$ cat src/rtl/ilt_pkg.sv
package ilt_pkg;

  localparam int NUM_QUEUES      = 16;
  localparam int SLOTS_PER_QUEUE = 8;
  localparam int TXN_BITS        = 16;

  localparam int QW = (NUM_QUEUES > 1) ? $clog2(NUM_QUEUES) : 1;
  localparam int SW = $clog2(SLOTS_PER_QUEUE);
  localparam int LW = $clog2(SLOTS_PER_QUEUE + 1);

  localparam logic [1:0] REQ_ACQUIRE = 2'd0;
  localparam logic [1:0] REQ_RELEASE = 2'd1;
  localparam logic [1:0] REQ_QUERY   = 2'd2;

  localparam logic [1:0] STATUS_OK      = 2'd0;
  localparam logic [1:0] STATUS_WAIT    = 2'd1;
  localparam logic [1:0] STATUS_NOSPACE = 2'd2;

  localparam logic [1:0] MODE_S  = 2'd0;
  localparam logic [1:0] MODE_X  = 2'd1;
  localparam logic [1:0] MODE_IS = 2'd2;
  localparam logic [1:0] MODE_IX = 2'd3;

  typedef struct packed {
    logic [TXN_BITS-1:0] txn;
    logic [1:0]          mode;
    logic                granted;
  } slot_t;

  typedef struct packed {
    logic [LW-1:0]                    len;
    slot_t [SLOTS_PER_QUEUE-1:0]      slots;
  } row_t;

  typedef enum logic [3:0] {
    ST_IDLE, ST_SCAN, ST_LOOK, ST_ROW_RD, ST_ROW_LD, ST_OP,
    ST_REL_CHK, ST_COMPACT, ST_GRANT, ST_WB, ST_DONE
  } ilt_state_t;

  // bit b of a row set: requested mode compatible with held mode b
  function automatic logic compat(logic [1:0] req, logic [1:0] held);
    logic [3:0] row;
    begin
      unique case (req)
        MODE_S:  row = 4'd5;
        MODE_X:  row = 4'd0;
        MODE_IS: row = 4'd13;
        MODE_IX: row = 4'd12;
        default: row = 4'd0;
      endcase
      return row[held];
    end
  endfunction

endpackage

$ cat src/rtl/ilt_if.sv
interface ilt_req_if;
  logic        valid;
  logic        ready;
  logic [1:0]  req_type;
  logic [15:0] txn_id;
  logic [31:0] res_key;
  logic [1:0]  mode;
  modport source (output valid, req_type, txn_id, res_key, mode, input ready);
  modport sink (input valid, req_type, txn_id, res_key, mode, output ready);
endinterface

interface ilt_rsp_if;
  logic       valid;
  logic       ready;
  logic [1:0] status;
  logic       holds;
  modport source (output valid, status, holds, input ready);
  modport sink (input valid, status, holds, output ready);
endinterface

$ cat src/rtl/intention_lock_table.sv
// channel  dir  payload                                   handshake
// req      in   req_type, txn_id, res_key, mode           valid/ready
// rsp      out  status, holds                             valid/ready
//
// acquire and query: the tag scan reads one queue tag entry a cycle
// release: every tagged queue row is compacted, then given a grant pass if an entry went,
//   one slot a cycle over the row memory
// one item at a time; the next item is taken while the result waits in rsp
// rst is synchronous; queue tags are marked free, memories are not cleared
// a stalled rsp holds the block in its last state until the result is taken
module intention_lock_table (
  input  logic      clk,
  input  logic      rst,
  ilt_req_if.sink   req,
  ilt_rsp_if.source rsp
);
  import ilt_pkg::*;

  localparam logic [QW-1:0] LAST_Q = QW'(NUM_QUEUES - 1);

  ilt_state_t state, state_next;

  logic [NUM_QUEUES-1:0] used;
  logic [31:0]           key_mem [NUM_QUEUES];
  row_t                  row_mem [NUM_QUEUES];
  logic [31:0]           key_rd;
  row_t                  row_rd;

  logic [1:0]          r_type;
  logic [TXN_BITS-1:0] r_txn;
  logic [31:0]         r_key;
  logic [1:0]          r_mode;

  logic [QW-1:0] scan_q, chk_q, cur_q, found_q, free_q;
  logic          chk_v, found, have_free;
  row_t          work;
  logic [LW-1:0] ci, wi, old_len;
  logic          changed;
  logic [1:0]    res_status;
  logic          res_holds;

  // acquire / query evaluation on the loaded row
  row_t          acq_row;
  logic [1:0]    acq_status;
  logic          any_hold, hit, fit_all, fit_skip;
  logic [SW-1:0] hi;
  logic          row_we;
  row_t          row_wd;
  slot_t         cslot, gslot;

  function automatic logic fits(row_t r, logic [1:0] m, logic skip_en, logic [SW-1:0] skip);
    logic ok;
    begin
      ok = 1'b1;
      for (int i = 0; i < SLOTS_PER_QUEUE; i++) begin
        if (LW'(i) < r.len && !(skip_en && skip == SW'(i)) && r.slots[i].granted &&
            !compat(m, r.slots[i].mode)) begin
          ok = 1'b0;
        end
      end
      return ok;
    end
  endfunction

  always_comb begin
    acq_row  = work;
    hit      = 1'b0;
    hi       = '0;
    any_hold = 1'b0;
    for (int i = 0; i < SLOTS_PER_QUEUE; i++) begin
      if (LW'(i) < work.len && work.slots[i].txn == r_txn) begin
        if (!hit) begin
          hit = 1'b1;
          hi  = SW'(i);
        end
        if (work.slots[i].granted) begin
          any_hold = 1'b1;
        end
      end
    end
    fit_all  = fits(work, r_mode, 1'b0, '0);
    fit_skip = fits(work, r_mode, 1'b1, hi);
    if (hit) begin
      if (work.slots[hi].granted) begin
        if (r_mode > work.slots[hi].mode) begin
          acq_row.slots[hi].mode = r_mode;
        end
        acq_status = STATUS_OK;
      end else begin
        acq_row.slots[hi].mode = r_mode;
        if (fit_skip) begin
          acq_row.slots[hi].granted = 1'b1;
          acq_status = STATUS_OK;
        end else begin
          acq_status = STATUS_WAIT;
        end
      end
    end else if (work.len >= LW'(SLOTS_PER_QUEUE)) begin
      acq_status = STATUS_NOSPACE;
    end else begin
      acq_row.slots[work.len[SW-1:0]].txn     = r_txn;
      acq_row.slots[work.len[SW-1:0]].mode    = r_mode;
      acq_row.slots[work.len[SW-1:0]].granted = fit_all;
      acq_row.len = work.len + LW'(1);
      acq_status  = fit_all ? STATUS_OK : STATUS_WAIT;
    end
  end

  assign cslot  = work.slots[ci[SW-1:0]];
  assign gslot  = work.slots[ci[SW-1:0]];
  assign row_we = (state == ST_WB) || (state == ST_OP && r_type == REQ_ACQUIRE);
  assign row_wd = (state == ST_WB) ? work : acq_row;

  assign req.ready = (state == ST_IDLE);

  // memories
  always_ff @(posedge clk) begin
    key_rd <= key_mem[scan_q];
    row_rd <= row_mem[cur_q];
    if (state == ST_LOOK && r_type == REQ_ACQUIRE && !found && have_free) begin
      key_mem[free_q] <= r_key;
    end
    if (row_we) begin
      row_mem[cur_q] <= row_wd;
    end
  end

  always_ff @(posedge clk) begin
    if (rst) begin
      state <= ST_IDLE;
    end else begin
      state <= state_next;
    end
  end

  always_comb begin
    state_next = state;
    unique case (state)
      ST_IDLE: begin
        if (req.valid) begin
          if (req.req_type == REQ_RELEASE) begin
            state_next = ST_REL_CHK;
          end else if (req.req_type == REQ_ACQUIRE || req.req_type == REQ_QUERY) begin
            state_next = ST_SCAN;
          end else begin
            state_next = ST_DONE;
          end
        end
      end
      ST_SCAN: begin
        if (chk_v && chk_q == LAST_Q) begin
          state_next = ST_LOOK;
        end
      end
      ST_LOOK: begin
        if (found) begin
          state_next = ST_ROW_RD;
        end else if (r_type == REQ_ACQUIRE && have_free) begin
          state_next = ST_OP;
        end else begin
          state_next = ST_DONE;
        end
      end
      ST_ROW_RD: state_next = ST_ROW_LD;
      ST_ROW_LD: state_next = (r_type == REQ_RELEASE) ? ST_COMPACT : ST_OP;
      ST_OP:     state_next = ST_DONE;
      ST_REL_CHK: begin
        if (used[cur_q]) begin
          state_next = ST_ROW_RD;
        end else if (cur_q == LAST_Q) begin
          state_next = ST_DONE;
        end
      end
      ST_COMPACT: begin
        if (ci == old_len) begin
          state_next = changed ? ST_GRANT : ST_WB;
        end
      end
      ST_GRANT: begin
        if (ci == work.len) begin
          state_next = ST_WB;
        end
      end
      ST_WB: state_next = (cur_q == LAST_Q) ? ST_DONE : ST_REL_CHK;
      ST_DONE: begin
        if (!rsp.valid || rsp.ready) begin
          state_next = ST_IDLE;
        end
      end
      default: state_next = ST_IDLE;
    endcase
  end

  // control registers
  always_ff @(posedge clk) begin
    if (rst) begin
      used      <= '0;
      rsp.valid <= 1'b0;
    end else begin
      if (state == ST_DONE && (!rsp.valid || rsp.ready)) begin
        rsp.valid <= 1'b1;
      end else if (rsp.valid && rsp.ready) begin
        rsp.valid <= 1'b0;
      end
      if (state == ST_LOOK && r_type == REQ_ACQUIRE && !found && have_free) begin
        used[free_q] <= 1'b1;
      end
    end
  end

  // datapath registers
  always_ff @(posedge clk) begin
    unique case (state)
      ST_IDLE: begin
        r_type     <= req.req_type;
        r_txn      <= req.txn_id[TXN_BITS-1:0];
        r_key      <= req.res_key;
        r_mode     <= req.mode;
        scan_q     <= '0;
        chk_v      <= 1'b0;
        found      <= 1'b0;
        have_free  <= 1'b0;
        cur_q      <= '0;
        res_status <= STATUS_OK;
        res_holds  <= 1'b0;
      end
      ST_SCAN: begin
        scan_q <= scan_q + QW'(1);
        chk_q  <= scan_q;
        chk_v  <= 1'b1;
        if (chk_v) begin
          if (used[chk_q] && key_rd == r_key && !found) begin
            found   <= 1'b1;
            found_q <= chk_q;
          end
          if (!used[chk_q] && !have_free) begin
            have_free <= 1'b1;
            free_q    <= chk_q;
          end
        end
      end
      ST_LOOK: begin
        if (found) begin
          cur_q <= found_q;
        end else if (r_type == REQ_ACQUIRE && have_free) begin
          cur_q    <= free_q;
          work.len <= '0;
        end else if (r_type == REQ_ACQUIRE) begin
          res_status <= STATUS_NOSPACE;
        end
      end
      ST_ROW_LD: begin
        work    <= row_rd;
        old_len <= row_rd.len;
        ci      <= '0;
        wi      <= '0;
        changed <= 1'b0;
      end
      ST_OP: begin
        if (r_type == REQ_ACQUIRE) begin
          res_status <= acq_status;
        end else begin
          res_holds <= any_hold;
        end
      end
      ST_REL_CHK: begin
        if (!used[cur_q] && cur_q != LAST_Q) begin
          cur_q <= cur_q + QW'(1);
        end
      end
      ST_COMPACT: begin
        if (ci == old_len) begin
          work.len <= wi;
          ci       <= '0;
        end else begin
          ci <= ci + LW'(1);
          if (cslot.txn == r_txn) begin
            changed <= 1'b1;
          end else begin
            work.slots[wi[SW-1:0]] <= cslot;
            wi <= wi + LW'(1);
          end
        end
      end
      ST_GRANT: begin
        if (ci != work.len) begin
          ci <= ci + LW'(1);
          // waiters are granted in order against the current granted set
          if (!gslot.granted && fits(work, gslot.mode, 1'b1, ci[SW-1:0])) begin
            work.slots[ci[SW-1:0]].granted <= 1'b1;
          end
        end
      end
      ST_WB: begin
        if (cur_q != LAST_Q) begin
          cur_q <= cur_q + QW'(1);
        end
      end
      ST_DONE: begin
        if (!rsp.valid || rsp.ready) begin
          rsp.status <= res_status;
          rsp.holds  <= res_holds;
        end
      end
      default: begin
      end
    endcase
  end

`ifndef SYNTHESIS
  a_ready_drops: assert property (@(posedge clk) disable iff (rst)
    req.valid && req.ready |=> !req.ready)
    else $error("ready stayed high after an accepted item");
  a_len_bound: assert property (@(posedge clk) disable iff (rst)
    state == ST_OP |-> work.len <= LW'(SLOTS_PER_QUEUE))
    else $error("queue length beyond slot count");
  a_holds_ok: assert property (@(posedge clk) disable iff (rst)
    rsp.valid && rsp.holds |-> rsp.status == STATUS_OK)
    else $error("holds set with a non-ok status");
  a_found_used: assert property (@(posedge clk) disable iff (rst)
    state == ST_LOOK && found |-> used[found_q])
    else $error("matched queue is not tagged");
`endif

endmodule

$ cat src/flat_wrapper.sv
// flat-port wrapper written by rule: the top's interface ports become plain ports
module intention_lock_table_flat import ilt_pkg::*;
  (clk, rst, req_valid, req_req_type, req_txn_id, req_res_key, req_mode, req_ready, rsp_valid, rsp_status, rsp_holds, rsp_ready);
  ilt_req_if req_i ();
  ilt_rsp_if rsp_i ();
  input  logic clk;
  input  logic rst;
  input wire logic [$bits(req_i.valid)-1:0] req_valid;
  input wire logic [$bits(req_i.req_type)-1:0] req_req_type;
  input wire logic [$bits(req_i.txn_id)-1:0] req_txn_id;
  input wire logic [$bits(req_i.res_key)-1:0] req_res_key;
  input wire logic [$bits(req_i.mode)-1:0] req_mode;
  output wire logic [$bits(req_i.ready)-1:0] req_ready;
  output wire logic [$bits(rsp_i.valid)-1:0] rsp_valid;
  output wire logic [$bits(rsp_i.status)-1:0] rsp_status;
  output wire logic [$bits(rsp_i.holds)-1:0] rsp_holds;
  input wire logic [$bits(rsp_i.ready)-1:0] rsp_ready;
  assign req_i.valid = req_valid;
  assign req_i.req_type = req_req_type;
  assign req_i.txn_id = req_txn_id;
  assign req_i.res_key = req_res_key;
  assign req_i.mode = req_mode;
  assign req_ready = req_i.ready;
  assign rsp_valid = rsp_i.valid;
  assign rsp_status = rsp_i.status;
  assign rsp_holds = rsp_i.holds;
  assign rsp_i.ready = rsp_ready;
  intention_lock_table u_core (.clk(clk), .rst(rst), .req(req_i), .rsp(rsp_i));
endmodule
$ cat config.mk
export PLATFORM = sky130hd
export DESIGN_NAME = intention_lock_table_flat
export DESIGN_NICKNAME = d
export VERILOG_FILES = /design/src/rtl/ilt_pkg.sv /design/src/rtl/ilt_if.sv /design/src/rtl/intention_lock_table.sv /design/src/flat_wrapper.sv
export SDC_FILE = /design/constraint.sdc
export NUM_CORES = 2
export LEC_CHECK = 0
export ABC_CLOCK_PERIOD_IN_PS = 18000
export BUFFER_PORTS_ARGS = -buffer_cell sky130_fd_sc_hd__buf_2
export CORE_ASPECT_RATIO = 0.7
export CORE_UTILIZATION = 63
export DETAILED_ROUTE_END_ITERATION = 10
export HOLD_SLACK_MARGIN = 0.08
export PLACE_DENSITY_LB_ADDON = 0.08
export REMOVE_ABC_BUFFERS = 1
export SYNTH_ARGS = -nofsm -noshare
export SYNTH_HDL_FRONTEND = slang
export SYNTH_SLANG_ARGS = --single-unit
$ cat constraint.sdc
create_clock -name clk -period 18 [get_ports clk]
set_input_delay 0.9 -clock clk [delete_from_list [all_inputs] [get_ports clk]]
set_output_delay 0.9 -clock clk [all_outputs]
set_load 0.005 [all_outputs]
==> results.md <==
- Post-synth EDFFs: ~3300
- Syn Area/Cell: approximately 22 um2
- Adder-cell share of the synthesized area: less than 1%
- Largest net degree at the start of global routing: between 150 and 200
- Post-route setup slack: between 10 and 15 ns
- Worst slew pin tran: approximately 1.4 ns
- Crit path buffers/inverters: 0
- CP cell instances: xor2_1 -> or4_1 -> nor4_1 -> a2bb2oi_1 -> o31a_1 -> nor2_2 -> mux2_2 -> nor2_1 -> a21oi_1 -> mux2i_1 -> ha_1 -> nor2b_1 -> o21ai_1 -> o21ai_0 -> a2111oi_0 -> nor2_1 -> mux2_1
- Worst skew pair latency: 0.88 ns
- Post-synthesis sequential area ratio: around three quarters
- Status: finished clean
- Final Setup Violations: 0
- Finished Cell Area: approximately 150000 um2
- Final hold violation count: 0
- Synth Area in XOR/XNOR: around 1.2%
- Yosys cell types: 91
- Primary FF master, synth: edfxtp_1
- TNS Setup: 0 ns
- Crit path DAT: 7.34 ns
- Fin. max-slew vios: 0
- Most frequent cells in the layout: edfxtp_1 (3258), mux4_2 (957), clkbuf_16 (318), dfxtp_1 (209)
- CTS resizes: 0
- Family with the most delay on the worst path: simple AND/OR/NAND/NOR gates
- Drt wl/cell: around 37 um
- Leak Pwr: about 0.047 uW
- Most used cell, CP: nor2_1
- Total Wirelength: approximately 350 mm
- DRT Pass-1 Iters: 6
- Multi-input gate area: between 30000 and 40000 um2
- Total core area: around 210000 um2
- FMAX: roughly 150 MHz
- Total Routing Usage GR: 33.0%
- PwrDens: 158 nW/um2
- Drt drc: 0
- Routed vias/inst: 7.08
- Post-synthesis compound-gate area fraction: ~2.7%
- I/O pin total: 61
- Die area: between 200000 and 250000 um2
- Hold WS: ~0.2 ns
- DP Worst Slack: roughly 11 ns
- Hold buffer count at CTS: 0
- Yosys reg bits: between 3000 and 4000
- Total setup buffers inserted after CTS: 0
- Htree depth: 5
- Slew Limit Headroom: around 4.4%
- Total gr overflow: 0
- Initial antenna violation count: 20
- Post-synthesis simple-gate area fraction: 1.84%
- Critical Path RT: 18.51 ns
- Reg clk slew, reported paths: around 0.060 ns
- Sink Count: roughly 3500
- Vias: 67886
- Fillers: between 10000 and 15000
- Total CTS buffers: between 300 and 400
- Final clock skew: 0.0601 ns
- Largest family of logic cells by synthesized area: multiplexers
- Tcrit/Tclk final: around 38%
- Max VDD drop: ~140 uV
- Register area: approximately 100000 um2
- Yosys warnings: 0
- CTS tree: yes
- CP Launch Type: flop
- Crit path kind: reg -> reg
- First-pass GRT wire length: approximately 500 mm
- Post-synthesis mux area share: 17.5%
- Clock period minus worst slack: a little under 7 ns
- Nets: 6538
- CP max stage cell: edfxtp_1
- Initial drt markers: 10472
- Share of cells above drive strength 1: about 28%
- Clk buf depth: 4
- Root Driver: clkbuf_16
- Max Cap Viol: 0
- Hold Path Class: in -> reg
- GPL Wtd Cong: around 1
- DIE HEIGHT: 390 um
- Placed Area: about 140000 um2
- Synthesized netlist cell count: roughly 6300
- Unrepaired setup endpoints after global routing: false
- Async SR Flop Fraction: 0%
- Count of buffers from port buffering: 60
- Die Width: 556 um
- Leading cell type in the layout, fill and taps excluded: edfxtp_1
- Vias in the first global route: approximately 67000
- P&R area growth vs syn: 10.8%
- Utilization after layout: a little over two thirds
- Num rows: between 100 and 150
- CP max FO: 17
- Starting Density: a little under two thirds
- Worst Setup End Kind: flop
- HPWL Detailed: between 200 and 250 mm
- ANT nets after route: 0
- Synth Cell Area: 135000 um2
- CP max stage delay: ~0.82 ns
worst paths after layout:
| kind | startpoint | depth (start not counted) | to | slack (ns) |
|---|---|---|---|---|
| setup / recovery | u_core.r_txn[1] | 17 | u_core.row_mem[1][2] | 11.18 |
| hold / removal | req_res_key[26] | 1 | u_core.r_key[26] | 0.20 |
| setup reg to reg | u_core.r_txn[1] | 17 | u_core.row_mem[1][2] | 11.18 |
| hold reg to reg | u_core.res_holds | 0 | u_core.rsp.holds | 0.49 |
registers in the layout, indices dropped and copies added, names as in the netlist, 2 cells and up:
name,count
u_core.r_type,2
u_core.old_len,4
u_core.res_status,2
u_core.work,156
u_core.state,4
u_core.row_mem,2496
u_core.free_q,4
u_core.key_rd,32
u_core.key_mem,512
u_core.wi,4
u_core.chk_q,4
u_core.r_txn,16
u_core.found_q,4
u_core.row_rd,156
u_core.cur_q,4
u_core.r_mode,2
u_core.ci,4
u_core.scan_q,4
u_core.rsp.status,2
u_core.r_key,32
u_core.used,16
synth_stat cells, types with 11 or more instances:
| cell | instances | area share (%) |
|---|---|---|
| a21oi_1 | 52 | 0.19 |
| mux2i_1 | 40 | 0.30 |
| clkbuf_1 | 219 | 0.61 |
| dfxtp_1 | 209 | 3.1 |
| buf_2 | 32 | 0.12 |
| a22oi_1 | 151 | 0.84 |
| ha_1 | 16 | 0.15 |
| buf_1 | 89 | 0.25 |
| mux2_2 | 148 | 1.2 |
| o22ai_1 | 12 | 0.055 |
| nand2b_1 | 11 | 0.051 |
| o21ai_1 | 11 | 0.041 |
| nor3_1 | 38 | 0.14 |
| a221oi_1 | 27 | 0.17 |
| nand2_1 | 106 | 0.29 |
| nor4_1 | 37 | 0.17 |
| mux4_2 | 957 | 16 |
| edfxtp_1 | 3258 | 72 |
| nor2_1 | 138 | 0.38 |
| nand3_1 | 37 | 0.14 |
| nand4_1 | 28 | 0.13 |
| xnor2_1 | 67 | 0.43 |
| o21ai_0 | 188 | 0.70 |
| xor2_1 | 124 | 0.80 |
| inv_1 | 25 | 0.069 |
report_power, final:
| part | leakage (uW) | switching, uW | internal, uW | total, uW |
|---|---|---|---|---|
| sequential | 0.0311 | 776 | 10100 | 10900 |
| clock | 0.00508 | 2900 | 3850 | 6760 |
| combinational | 0.0105 | 3500 | 2600 | 6110 |
| total | 0.0467 | 7190 | 16600 | 23800 |
cell type report:
class | instances | share of cell area (%)
Inverter | 27 | 0.0692
Sequential cell | 3467 | 68.0
Clock buffer | 412 | 5.73
Timing Repair Buffer | 253 | 1.20
Clock inverter | 157 | 1.19
Tap cell | 2860 | 2.39
Antenna cell | 3 | 0.00501
Multi-Input combinational cell | 2404 | 21.4
cells by family after synthesis:
group,after synthesis
buffers and inverters,380
adders and majority gates,16
muxes,1152
AOI/OAI and AO/OA,559
DFF,3467
xor gates and xnor gates,191
and+or+nand+nor,486
through the flow:
stage | power [uW] | std cells
final | 23800 | 9583
after global routing | 24500 | 9582
after CTS | 23800 | 9579
after detailed placement | 17000 | 9010
after global placement | 17000 | 9010
after floorplan | 17300 | 5898
layer usage:
metal,global-route usage [%],share of wire (%),vias to the layer above
li1,-,-,26796
met1,53.0,41,36233
met2,47.1,44,4361
met3,7.31,12,494
met4,7.51,2.3,2
met5,0,0.0048,-
(Power assumes the default switching activity.)
